--- src/sv/fss_pkg.sv ---
// Package for the fuzzy subsequence scorer.
// Holds request codes, score constants and field widths.
// No dependencies.
`timescale 1ns / 1ps
`default_nettype none

package fss_pkg;

    typedef enum logic [1:0] {
        REQ_CLEAR  = 2'd0,
        REQ_APPEND = 2'd1,
        REQ_NAME   = 2'd2,
        REQ_NONE   = 2'd3
    } req_t;

    localparam int CHAR_W  = 16;
    localparam int SCORE_W = 14;   // signed result width
    localparam int RUN_W   = 10;   // run bonus register width
    localparam int ACC_W   = 13;   // running score register width

    typedef logic [CHAR_W-1:0]         char_t;
    typedef logic signed [SCORE_W-1:0] score_t;

    localparam int SCORE_EMPTY  = 100;
    localparam int SCORE_EXACT  = 1000;
    localparam int SCORE_PREFIX = 500;
    localparam int SCORE_HIT    = 10;
    localparam int SCORE_ALIGN  = 5;
    localparam int SCORE_SUBSTR = 50;
    localparam int RUN_STEP     = 10;
    localparam int SCORE_CAP    = 6000;
    localparam int RUN_CAP      = 1023;

endpackage

`default_nettype wire

--- src/sv/fuzzy_subsequence_scorer_top.sv ---
// Fuzzy subsequence scorer, top level.
// Depends on fss_pkg.
`timescale 1ns / 1ps
`default_nettype none

// Takes one transaction per clock. A transaction is registered at the input, then
// the needle compare, the score update and the result go through combinational
// logic into the state registers and the output register, so a result shows on
// m_valid once its last name character leaves the input register. The needle is held
// in MAX_NEEDLE registers compared in parallel against each character; the
// rate is set only by the output register draining (a name-final character that
// reaches the input register while a result still waits on m_ready stalls the
// input until that result is taken; no other transaction ever stalls).
module fuzzy_subsequence_scorer_top
    import fss_pkg::*;
#(
    parameter int MAX_NEEDLE = 32,
    parameter int MAX_NAME   = 255
) (
    input  wire logic                      aclk,
    input  wire logic                      aresetn,

    input  wire logic                      s_valid,
    output logic                           s_ready,
    input  wire logic [1:0]                s_req_type,
    input  wire logic [CHAR_W-1:0]         s_char_code,
    input  wire logic                      s_name_last,

    output logic                           m_valid,
    input  wire logic                      m_ready,
    output logic signed [SCORE_W-1:0]      m_match_score,
    output logic                           m_is_match,
    output logic                           m_needle_overflowed,
    output logic                           m_name_overflowed
);

    localparam int LW    = $clog2(MAX_NEEDLE + 1);             // needle length / pointer
    localparam int IW    = (MAX_NEEDLE > 1) ? $clog2(MAX_NEEDLE) : 1;
    localparam int IDX_N = 2 ** IW;
    localparam int PW    = $clog2(MAX_NAME + 1);               // name position
    localparam int CW    = (PW > LW) ? PW : LW;                // common compare width

    // input register
    logic  in_valid_reg;
    req_t  in_req_reg;
    char_t in_char_reg;
    logic  in_last_reg;

    // needle
    char_t           needle_store [MAX_NEEDLE];
    logic [LW-1:0]   needle_len_reg, needle_len_next;
    logic            needle_full_reg, needle_full_next;

    // per-name state
    logic [LW-1:0]         needle_ptr_reg, needle_ptr_next;
    logic [PW-1:0]         adj_pos_reg, adj_pos_next;   // last hit position + 1
    logic [RUN_W-1:0]      run_bonus_reg, run_bonus_next;
    logic [ACC_W-1:0]      score_reg, score_next;
    logic [PW-1:0]         name_pos_reg, name_pos_next;
    logic                  prefix_ok_reg, prefix_ok_next;
    logic [MAX_NEEDLE-1:0] sub_vec_reg, sub_vec_next;
    logic                  sub_seen_reg, sub_seen_next;
    logic                  name_long_reg, name_long_next;

    // output register
    logic   m_valid_reg;
    score_t out_score_reg, out_score_next;
    logic   out_needle_ovf_reg;
    logic   out_name_ovf_reg;

    // handshake
    logic gives_result;
    logic out_free;
    logic advance;

    // datapath
    logic [IDX_N-1:0]      hits;
    logic [CW-1:0]         pos_ext, len_ext, ptr_ext, pos_next_ext;
    logic                  pos_ok;
    logic                  ptr_hit;
    logic                  adjacent;
    logic [RUN_W:0]        bonus_sum;
    logic [RUN_W-1:0]      bonus_sat;
    logic [SCORE_W-1:0]    hit_sum;
    logic [ACC_W-1:0]      hit_sat;
    logic [MAX_NEEDLE-1:0] sub_vec_new;
    logic [IDX_N-1:0]      sub_pad;
    logic [LW-1:0]         len_m1;
    logic [SCORE_W-1:0]    final_sum;
    logic                  name_clear;

    assign gives_result = in_valid_reg && (in_req_reg == REQ_NAME) && in_last_reg;
    assign out_free     = !m_valid_reg || m_ready;
    assign advance      = in_valid_reg && (out_free || !gives_result);
    assign s_ready      = !in_valid_reg || advance;

    always_ff @(posedge aclk) begin
        if (!aresetn) begin
            in_valid_reg <= 1'b0;
        end else if (s_ready) begin
            in_valid_reg <= s_valid;
        end
    end

    always_ff @(posedge aclk) begin
        if (s_ready && s_valid) begin
            in_req_reg  <= req_t'(s_req_type);
            in_char_reg <= s_char_code;
            in_last_reg <= s_name_last;
        end
    end

    // parallel compare against every stored needle character
    always_comb begin
        hits = '0;
        for (int j = 0; j < MAX_NEEDLE; j++) begin
            hits[j] = (LW'(j) < needle_len_reg) && (needle_store[j] == in_char_reg);
        end
    end

    always_comb begin
        needle_len_next  = needle_len_reg;
        needle_full_next = needle_full_reg;
        needle_ptr_next  = needle_ptr_reg;
        adj_pos_next     = adj_pos_reg;
        run_bonus_next   = run_bonus_reg;
        score_next       = score_reg;
        name_pos_next    = name_pos_reg;
        prefix_ok_next   = prefix_ok_reg;
        sub_vec_next     = sub_vec_reg;
        sub_seen_next    = sub_seen_reg;
        name_long_next   = name_long_reg;
        name_clear       = 1'b0;
        out_score_next   = '1;

        pos_ext  = CW'(name_pos_reg);
        len_ext  = CW'(needle_len_reg);
        ptr_ext  = CW'(needle_ptr_reg);
        pos_ok   = name_pos_reg < PW'(MAX_NAME);
        ptr_hit  = (needle_ptr_reg < needle_len_reg) && hits[needle_ptr_reg[IW-1:0]];
        adjacent = name_pos_reg == adj_pos_reg;

        bonus_sum = {1'b0, run_bonus_reg} + (RUN_W + 1)'(RUN_STEP);
        bonus_sat = (bonus_sum > (RUN_W + 1)'(RUN_CAP)) ? RUN_W'(RUN_CAP)
                                                        : bonus_sum[RUN_W-1:0];
        // nested saturating adds with one cap collapse into one sum and one clamp
        hit_sum = SCORE_W'(score_reg) + SCORE_W'(SCORE_HIT)
                + (adjacent ? SCORE_W'(bonus_sat) : '0)
                + ((pos_ext == ptr_ext) ? SCORE_W'(SCORE_ALIGN) : '0);
        hit_sat = (hit_sum > SCORE_W'(SCORE_CAP)) ? ACC_W'(SCORE_CAP) : hit_sum[ACC_W-1:0];

        sub_vec_new = ((sub_vec_reg << 1) | MAX_NEEDLE'(1)) & hits[MAX_NEEDLE-1:0];
        sub_pad     = IDX_N'(sub_vec_new);
        len_m1      = needle_len_reg - LW'(1);

        unique case (in_req_reg)
            REQ_CLEAR: begin
                needle_len_next  = '0;
                needle_full_next = 1'b0;
                name_clear       = 1'b1;
            end
            REQ_APPEND: begin
                if (needle_len_reg < LW'(MAX_NEEDLE)) begin
                    needle_len_next = needle_len_reg + LW'(1);
                end else begin
                    needle_full_next = 1'b1;
                end
                name_clear = 1'b1;
            end
            REQ_NAME: begin
                if (!pos_ok) begin
                    name_long_next = 1'b1;
                end else begin
                    if ((pos_ext < len_ext) && !hits[pos_ext[IW-1:0]]) begin
                        prefix_ok_next = 1'b0;
                    end
                    if (ptr_hit) begin
                        score_next      = hit_sat;
                        run_bonus_next  = adjacent ? bonus_sat : '0;
                        adj_pos_next    = name_pos_reg + PW'(1);
                        needle_ptr_next = needle_ptr_reg + LW'(1);
                    end
                    sub_vec_next = sub_vec_new;
                    if ((needle_len_reg != '0) && sub_pad[len_m1[IW-1:0]]) begin
                        sub_seen_next = 1'b1;
                    end
                    name_pos_next = name_pos_reg + PW'(1);
                end
                name_clear = in_last_reg;
            end
            default: begin
            end
        endcase

        // score of the name as it stands after this character
        pos_next_ext = CW'(name_pos_next);
        final_sum = SCORE_W'(score_next) + (sub_seen_next ? SCORE_W'(SCORE_SUBSTR) : '0);
        if (needle_len_reg == '0) begin
            out_score_next = score_t'(SCORE_EMPTY);
        end else if (prefix_ok_next && (pos_next_ext == len_ext)) begin
            out_score_next = score_t'(SCORE_EXACT);
        end else if (prefix_ok_next && (pos_next_ext > len_ext)) begin
            out_score_next = score_t'(SCORE_PREFIX);
        end else if (needle_ptr_next < needle_len_reg) begin
            out_score_next = '1;
        end else if (final_sum > SCORE_W'(SCORE_CAP)) begin
            out_score_next = score_t'(SCORE_CAP);
        end else begin
            out_score_next = score_t'(final_sum);
        end

        if (name_clear) begin
            needle_ptr_next = '0;
            adj_pos_next    = '0;
            run_bonus_next  = '0;
            score_next      = '0;
            name_pos_next   = '0;
            prefix_ok_next  = 1'b1;
            sub_vec_next    = '0;
            sub_seen_next   = 1'b0;
            name_long_next  = 1'b0;
        end
    end

    always_ff @(posedge aclk) begin
        if (advance && (in_req_reg == REQ_APPEND) && (needle_len_reg < LW'(MAX_NEEDLE))) begin
            needle_store[needle_len_reg[IW-1:0]] <= in_char_reg;
        end
    end

    always_ff @(posedge aclk) begin
        if (!aresetn) begin
            needle_len_reg  <= '0;
            needle_full_reg <= 1'b0;
            needle_ptr_reg  <= '0;
            adj_pos_reg     <= '0;
            run_bonus_reg   <= '0;
            score_reg       <= '0;
            name_pos_reg    <= '0;
            prefix_ok_reg   <= 1'b1;
            sub_vec_reg     <= '0;
            sub_seen_reg    <= 1'b0;
            name_long_reg   <= 1'b0;
        end else if (advance) begin
            needle_len_reg  <= needle_len_next;
            needle_full_reg <= needle_full_next;
            needle_ptr_reg  <= needle_ptr_next;
            adj_pos_reg     <= adj_pos_next;
            run_bonus_reg   <= run_bonus_next;
            score_reg       <= score_next;
            name_pos_reg    <= name_pos_next;
            prefix_ok_reg   <= prefix_ok_next;
            sub_vec_reg     <= sub_vec_next;
            sub_seen_reg    <= sub_seen_next;
            name_long_reg   <= name_long_next;
        end
    end

    always_ff @(posedge aclk) begin
        if (!aresetn) begin
            m_valid_reg <= 1'b0;
        end else if (advance && gives_result) begin
            m_valid_reg <= 1'b1;
        end else if (m_ready) begin
            m_valid_reg <= 1'b0;
        end
    end

    always_ff @(posedge aclk) begin
        if (advance && gives_result) begin
            out_score_reg      <= out_score_next;
            out_needle_ovf_reg <= needle_full_next;
            out_name_ovf_reg   <= name_long_reg || !pos_ok;
        end
    end

    assign m_valid             = m_valid_reg;
    assign m_match_score       = out_score_reg;
    assign m_is_match          = !out_score_reg[SCORE_W-1];
    assign m_needle_overflowed = out_needle_ovf_reg;
    assign m_name_overflowed   = out_name_ovf_reg;

endmodule

`default_nettype wire
--- config.mk ---
export PLATFORM = sky130hd
export DESIGN_NAME = fuzzy_subsequence_scorer_top
export DESIGN_NICKNAME = d
export VERILOG_FILES = /design/src/sv/fss_pkg.sv /design/src/sv/fuzzy_subsequence_scorer_top.sv
export SDC_FILE = /design/constraint.sdc
export NUM_CORES = 1
export LEC_CHECK = 0
export BUFFER_PORTS_ARGS = -buffer_cell sky130_fd_sc_hd__buf_4
export CAP_MARGIN = 20
export CORE_ASPECT_RATIO = 1.4
export CORE_UTILIZATION = 46
export CTS_BUF_LIST = sky130_fd_sc_hd__clkbuf_4 sky130_fd_sc_hd__clkbuf_8 sky130_fd_sc_hd__clkbuf_16
export DETAILED_ROUTE_END_ITERATION = 7
export PLACE_DENSITY = 0.62
export REMOVE_ABC_BUFFERS = 1
export SLEW_MARGIN = 20
export SYNTH_ARGS = -nofsm -noshare
export SYNTH_HDL_FRONTEND = slang
export SYNTH_SLANG_ARGS = --single-unit
--- constraint.sdc ---
create_clock -name aclk -period 7.8 [get_ports aclk]
set_input_delay 0.39 -clock aclk [delete_from_list [all_inputs] [get_ports aclk]]
set_output_delay 0.39 -clock aclk [all_outputs]
set_load 0.05 [all_outputs]
# Word level (Yosys, flattened, before mapping)
# Memories as Yosys holds them, arrays and structs flattened.
# Index checks and enable logic that the tools add are counted.
# Widths: inputs -> output; s select.
word_totals:
  mem_bits_rw: 512
  wordCells: 244
  reg_bits: 123
  out_inout_bits: 19
  mem_count: 1
  inputBits: 23
memory_table:
  columns: ["memory", "words", "width", "read_ports", "rd_clocked_by_memory_dff", "write_ports", "line_no", "text"]
  rows:
  - ["needle_store", 32, 16, 32, 0, 1, "fuzzy_subsequence_scorer_top.sv:50", "char_t needle_store [MAX_NEEDLE];"]
op_classes:
  eq_ne: 39
  order_cmp: 44
  mux: 58
  addsub: 9
  n_reduce_logical: 70
  n_bitwise: 1
ops:
  columns: ["cell", "n"]
  rows:
  - ["$eq 16x16->1", 32]
  - ["$lt 5x6->1 const A", 16]
  - ["$mux 31", 3]
  - ["$mux 10", 9]
  - ["$mux 13", 5]
  - ["$mux 8", 7]
  - ["$lt 4x6->1 const A", 8]
  - ["$logic_and 1x1->1", 44]
  - ["$mux 6", 6]
  - ["$and 32x32->32", 1]
  - ["$gt 14x13->1 const B", 2]
  - ["$mux 14", 2]
  - ["$lt 3x6->1 const A", 4]
  - ["$mux 1", 19]
  - ["$lt 5x6->1 const B", 3]
  - ["$eq 8x6->1", 2]
  - ["$bmux 1 s5", 3]
  - ["$add 13x4->14 const B", 1]
  - ["$add 13x6->14", 1]
  - ["$add 14x10->14", 1]
  - ["$add 14x3->14", 1]
  - ["$add 6x1->6 const B", 2]
  - ["$lt 1x6->1 const A", 2]
  - ["$lt 2x6->1 const A", 2]
  - ["other kinds (28)", 45]

# Logic depth before layout (Yosys ltp)
logic_depth:
  depth_word: 17
  ltp_mapped: 31
  depth_no_buf: 30

# Least setup slack after synthesis
# No wires, ideal clock.
synth_path:
  kind: "register to register"
  startpoint: "reg name_pos_reg[1]"
  endpoint: "reg out_score_reg[5], in the netlist m_match_score[5], data pin"
  t_arrival_ns: 6.523
  setup_ns: 0.272
  path_stages_with_launch: 27
  synth_period_minus_slack_ns: 6.794
  setup_slack_ns: 1.006
  cell_sequence: "dfxtp_1 > clkbuf_1 > buf_1 > xor2_1 > nor4_1 > nand2_1 > a21oi_1 > fa_1 > ha_1 > a211oi_2 > or4b_1 > o2111a_2 > or4b_4 > a2111oi_2 > a21oi_1 > buf_6 > nor2b_1 > o21ai_0 > ha_1 > and3_1 > nand3_1 > mux2i_2 > nor2_2 > xor2_1 > a41oi_1 > o21ai_2 > or4_1"
synth_via:
  elab_chain_cells: 12
synth_rtl:
  columns: ["element", "line_no", "text"]
  rows:
  - ["start, declared", "fuzzy_subsequence_scorer_top.sv:59", "logic [PW-1:0] name_pos_reg, name_pos_next;"]
  - ["start signal, assigned", "fuzzy_subsequence_scorer_top.sv:251", "name_pos_reg <= name_pos_next;"]
  - ["$eq 8x8->1", "fuzzy_subsequence_scorer_top.sv:141", "adjacent = name_pos_reg == adj_pos_reg;"]
  - ["$mux 10", "fuzzy_subsequence_scorer_top.sv:148", "+ (adjacent ? SCORE_W'(bonus_sat) : '0)"]
  - ["$add 14x10->14", "fuzzy_subsequence_scorer_top.sv:148", null]
  - ["$add 14x3->14", "fuzzy_subsequence_scorer_top.sv:149", "+ ((pos_ext == ptr_ext) ? SCORE_W'(SCORE_ALIGN) : '0);"]
  - ["$gt 14x13->1", "fuzzy_subsequence_scorer_top.sv:150", "hit_sat = (hit_sum > SCORE_W'(SCORE_CAP)) ? ACC_W'(SCORE_CAP) : hit_sum[ACC_W-1:0];"]
  - ["$mux 13", "fuzzy_subsequence_scorer_top.sv:150", null]
  - ["$mux 13", "fuzzy_subsequence_scorer_top.sv:177", "if (ptr_hit) begin"]
  - ["$mux 13", "fuzzy_subsequence_scorer_top.sv:171", "if (!pos_ok) begin"]
  - ["$mux 13", "fuzzy_subsequence_scorer_top.sv:156", "unique case (in_req_reg)"]
  - ["$add 13x6->14", "fuzzy_subsequence_scorer_top.sv:197", "final_sum = SCORE_W'(score_next) + (sub_seen_next ? SCORE_W'(SCORE_SUBSTR) : '0);"]
  - ["$gt 14x13->1", "fuzzy_subsequence_scorer_top.sv:206", "end else if (final_sum > SCORE_W'(SCORE_CAP)) begin"]
  - ["$reduce_or 5->1 (no source line)", null, null]
  - ["end signal, assigned", "fuzzy_subsequence_scorer_top.sv:271", "out_score_reg <= out_score_next;"]
  - ["end, declared", "fuzzy_subsequence_scorer_top.sv:67", "score_t out_score_reg, out_score_next;"]
# Parallel ways exist; a longest one is shown, timed or not. The select of a mux whose other input is x is not followed.
# A chain may end at the register's enable or synchronous reset.

# Worst setup path after layout
layout_path:
  startpoint: "reg run_bonus_reg[1]"
  endpoint: "reg out_score_reg[5], in the netlist m_match_score[5], data pin"
layout_via:
  elab_chain_cells: 14
layout_rtl:
  columns: ["element", "line_no", "text"]
  rows:
  - ["start, declared", "fuzzy_subsequence_scorer_top.sv:57", "logic [RUN_W-1:0] run_bonus_reg, run_bonus_next;"]
  - ["start signal, assigned", "fuzzy_subsequence_scorer_top.sv:249", "run_bonus_reg <= run_bonus_next;"]
  - ["$add 10x4->11 (*)", "fuzzy_subsequence_scorer_top.sv:143", "bonus_sum = {1'b0, run_bonus_reg} + (RUN_W + 1)'(RUN_STEP);"]
  - ["$gt 11x10->1", "fuzzy_subsequence_scorer_top.sv:144", "bonus_sat = (bonus_sum > (RUN_W + 1)'(RUN_CAP)) ? RUN_W'(RUN_CAP)"]
  - ["$mux 10 (*)", "fuzzy_subsequence_scorer_top.sv:144", null]
  - ["$mux 10 (*)", "fuzzy_subsequence_scorer_top.sv:148", null]
  - ["$add 14x10->14 (*)", "fuzzy_subsequence_scorer_top.sv:148", null]
  - ["$add 14x3->14 (*)", "fuzzy_subsequence_scorer_top.sv:149", null]
  - ["$gt 14x13->1", "fuzzy_subsequence_scorer_top.sv:150", null]
  - ["$mux 13 (*)", "fuzzy_subsequence_scorer_top.sv:150", null]
  - ["$mux 13 (*)", "fuzzy_subsequence_scorer_top.sv:177", null]
  - ["$mux 13 (*)", "fuzzy_subsequence_scorer_top.sv:171", null]
  - ["$mux 13 (*)", "fuzzy_subsequence_scorer_top.sv:156", null]
  - ["$add 13x6->14 (*)", "fuzzy_subsequence_scorer_top.sv:197", null]
  - ["$gt 14x13->1", "fuzzy_subsequence_scorer_top.sv:206", null]
  - ["$reduce_or 5->1 (no source line)", null, null]
# Mark *: on every way between the ends. The rest lies on a longest branch, timed or not.

==> flow_metrics.tcl <==
set metrics [dict create \
    status "complete, but fails checks" \
    violations "design-rule violations" \
    dp_slack_ns 0.6073 \
    dr_total_vias 19280 \
    grt_pass1_vias 19080 \
    drtIter0Drc 1394 \
    start_util_pct 46.62 \
    min_path_type "in -> reg" \
    syn_avg_cell_area_um2 12.82 \
    whs_ns 0.05115 \
    crit_required_ns 8.14 \
    globalRoute.totalOverflow 0 \
    final_cell_mix "edfxtp_1 (547), xor2_1 (355), xnor2_1 (215)" \
    h-tree-depth 2 \
    clk_pin_slew_ns 0.06 \
    ys_seq_area_share_pct 59.51 \
    hold_viol 0 \
    end_kind "flop" \
    dpl.hpwl_um 55280 \
    ioPinCount 42 \
    drive_gt1_share_pct 13.23 \
    wl_per_cell_um 23.66 \
    place_congestion 0.8721 \
    fin_crit_ns 7.262 \
    slew_viol_final 0 \
    rows 111 \
    yosys-top-cells-area "edfxtp_1 (54%), xor2_1 (10%), xnor2_1 (6.2%)" \
    num_antenna_cells 0 \
    critPathKind "reg -> reg" \
    dr.pass1.iters 8 \
    crit_path_start_kind "flop" \
    critPathMaxFanout 7 \
    antenna_found_initial 0 \
    clockBufferDepth 3 \
    power.density_nw_per_um2 203.3 \
    fin_crit_sh_pct 93.10 \
    async_flop_share_pct 0 \
    io_buffers 41 \
    worst_slew_pin_slew_ns 1.079 \
    synth_top_cell_by_area "edfxtp_1" \
    p_leak_uw 0.01179 \
    cts_buffers 59 \
    grt_max_degree 80 \
    fillCellCount 5545 \
    synth_area_um2 30560 \
    syn_to_final_growth_pct 13.37 \
    final_common_cell "edfxtp_1" \
    synth_cell_types 87 \
    die_h_um 307.0 \
    viasPerCell 5.644 \
    vdd_drop_max_mv 0.2002 \
    relSlewSlack_pct 28.07 \
    post_cts_buffers 0 \
    grt_pass1_wl_um 121400 \
    synth.top_cell.area_share_pct 53.75 \
    grtUsageTotal_pct 24.18 \
    largest_register_ff_count 512 \
    finalSetupViolCount 0 \
    fp.dieW_um 219.8 \
    clk_latency_ns 0.63 \
    core-area_um2 65550 \
    die_area_um2 67490 \
    yosysWarningCount 0 \
    setup_slack_ns 0.5384 \
    synth_edf_count 547 \
    rsz0062_at_grt "false" \
    clock-sinks 635 \
    root_buffer "clkbuf_16" \
    remaining_drc_errors 8 \
    final_core_util_pct 52.86 \
    drt-total-wl_um 80830 \
    fin_nets 2601 \
    synth_cells 2384 \
    cts_tree "done" \
    drv_cap 0 \
    ant_nets 0 \
    setup_tns_ns 0 \
    synth_flop_cell "edfxtp_1" \
    clock_skew_ns 0.02386 \
    crit_arrival_ns 7.60 \
    power_uw 7044 \
    fmax_ghz 0.1377 \
    ys_seq_elements 635 \
]
## stage by stage
stage	std cells	instance area (µm²)
after floorplan	2263	29890
after global placement	3289	32460
after detailed placement	3290	32480
after CTS	3416	34640
after global routing	3416	34650
final	3416	34650
## cell type report
type,instances,area (µm²),share of cell area (%)
multi-input combinational,1588,11590,33.46
clock inverter,28,319.1,0.9208
sequential,635,18190,52.49
inverter,40,150.1,0.4333
timing repair buffer,199,1687,4.868
clock buffer,79,1652,4.767
tap,847,1060,3.059
## critical path, cell delays in order, from the launching register on
cell and delay [ns]:
dfxtp_1 0.44, ha_1 0.31, o2111ai_1 0.14, xor2_1 0.19
nor4_1 0.20, o211ai_1 0.14, a21oi_1 0.33, fa_1 0.53
ha_1 0.32, a211oi_2 0.10, or4b_1 0.52, o2111a_2 0.20
or4b_4 0.52, a2111oi_2 0.36, a21oi_1 0.12, nor2b_1 0.14
o21ai_0 0.14, buf_4 0.14, ha_1 0.21, and3_1 0.20
nand3_1 0.12, mux2i_2 0.33, nor2_2 0.11, xor2_1 0.20
a41oi_1 0.43, o21ai_2 0.14, or4_1 0.42
## synth_stat cells (all sizes together), types with 5 or more instances
cell type  count
a21boi        13
nor4         101
o21a           6
edfxtp       547
or4            5
o211ai        15
nor3          52
o21ai         82
buf           71
mux2          10
nand2        150
mux4           8
inv           39
nor2          93
a2111oi        5
dfxtp         88
nand3         56
a211oi        10
nor2b         38
nor3b          7
a21o           9
o2111ai        9
mux2i         35
and3           9
ha            52
nand2b        14
clkbuf        50
or3            5
a211o          5
a31oi          8
a21oi         42
a22oi         30
nand4         55
and2          37
xor2         355
xnor2        216
## cells by family (layout without fill, tap and decap cells)
| family | Yosys count | in the layout | synth area share (%) |
|---|---|---|---|
| and+or+nand+nor | 642 | 642 | 11.04 |
| DFF | 635 | 635 | 59.51 |
| xor gates and xnor gates | 571 | 571 | 16.39 |
| AOI/OAI and AO/OA | 267 | 267 | 5.887 |
| buffers and inverters | 161 | 346 | 2.677 |
| adders and majority gates | 55 | 55 | 2.325 |
| muxes | 53 | 53 | 2.170 |
## where the power goes
group	switching [µW]	internal (µW)	leakage, µW
Sequential	26.0	3690	0.00564
Clock	1270	1690	0.000989
Combinational	238	139	0.00517
## what timing repair did
action / in CTS / in global routing
gates resized for setup: 0 / 0
hold endpoints to repair: 19 / 0
hold buffers: 19 / 0
endpoints found under the setup margin: 0 / 0
## final timing paths
| path | start | to | slack (ns) | depth (start not counted) |
|---|---|---|---|---|
| hold / removal | s_valid | in_valid_reg | 0.05 | 3 |
| hold reg to reg | name_long_reg | name_long_reg | 0.47 | 2 |
| setup / recovery | run_bonus_reg[1] | m_match_score[5] | 0.54 | 26 |
| setup reg to reg | run_bonus_reg[1] | m_match_score[5] | 0.54 | 26 |
## metal layers
layer	track usage, %	vias to the layer above	share of wire (%)
met4	9.495	0	4.2
li1	-	8925	-
met5	0	-	0
met3	2.473	166	3.9
met2	43.50	502	52
met1	29.38	9687	39
Note: power is estimated with default switching activity, not from simulation.
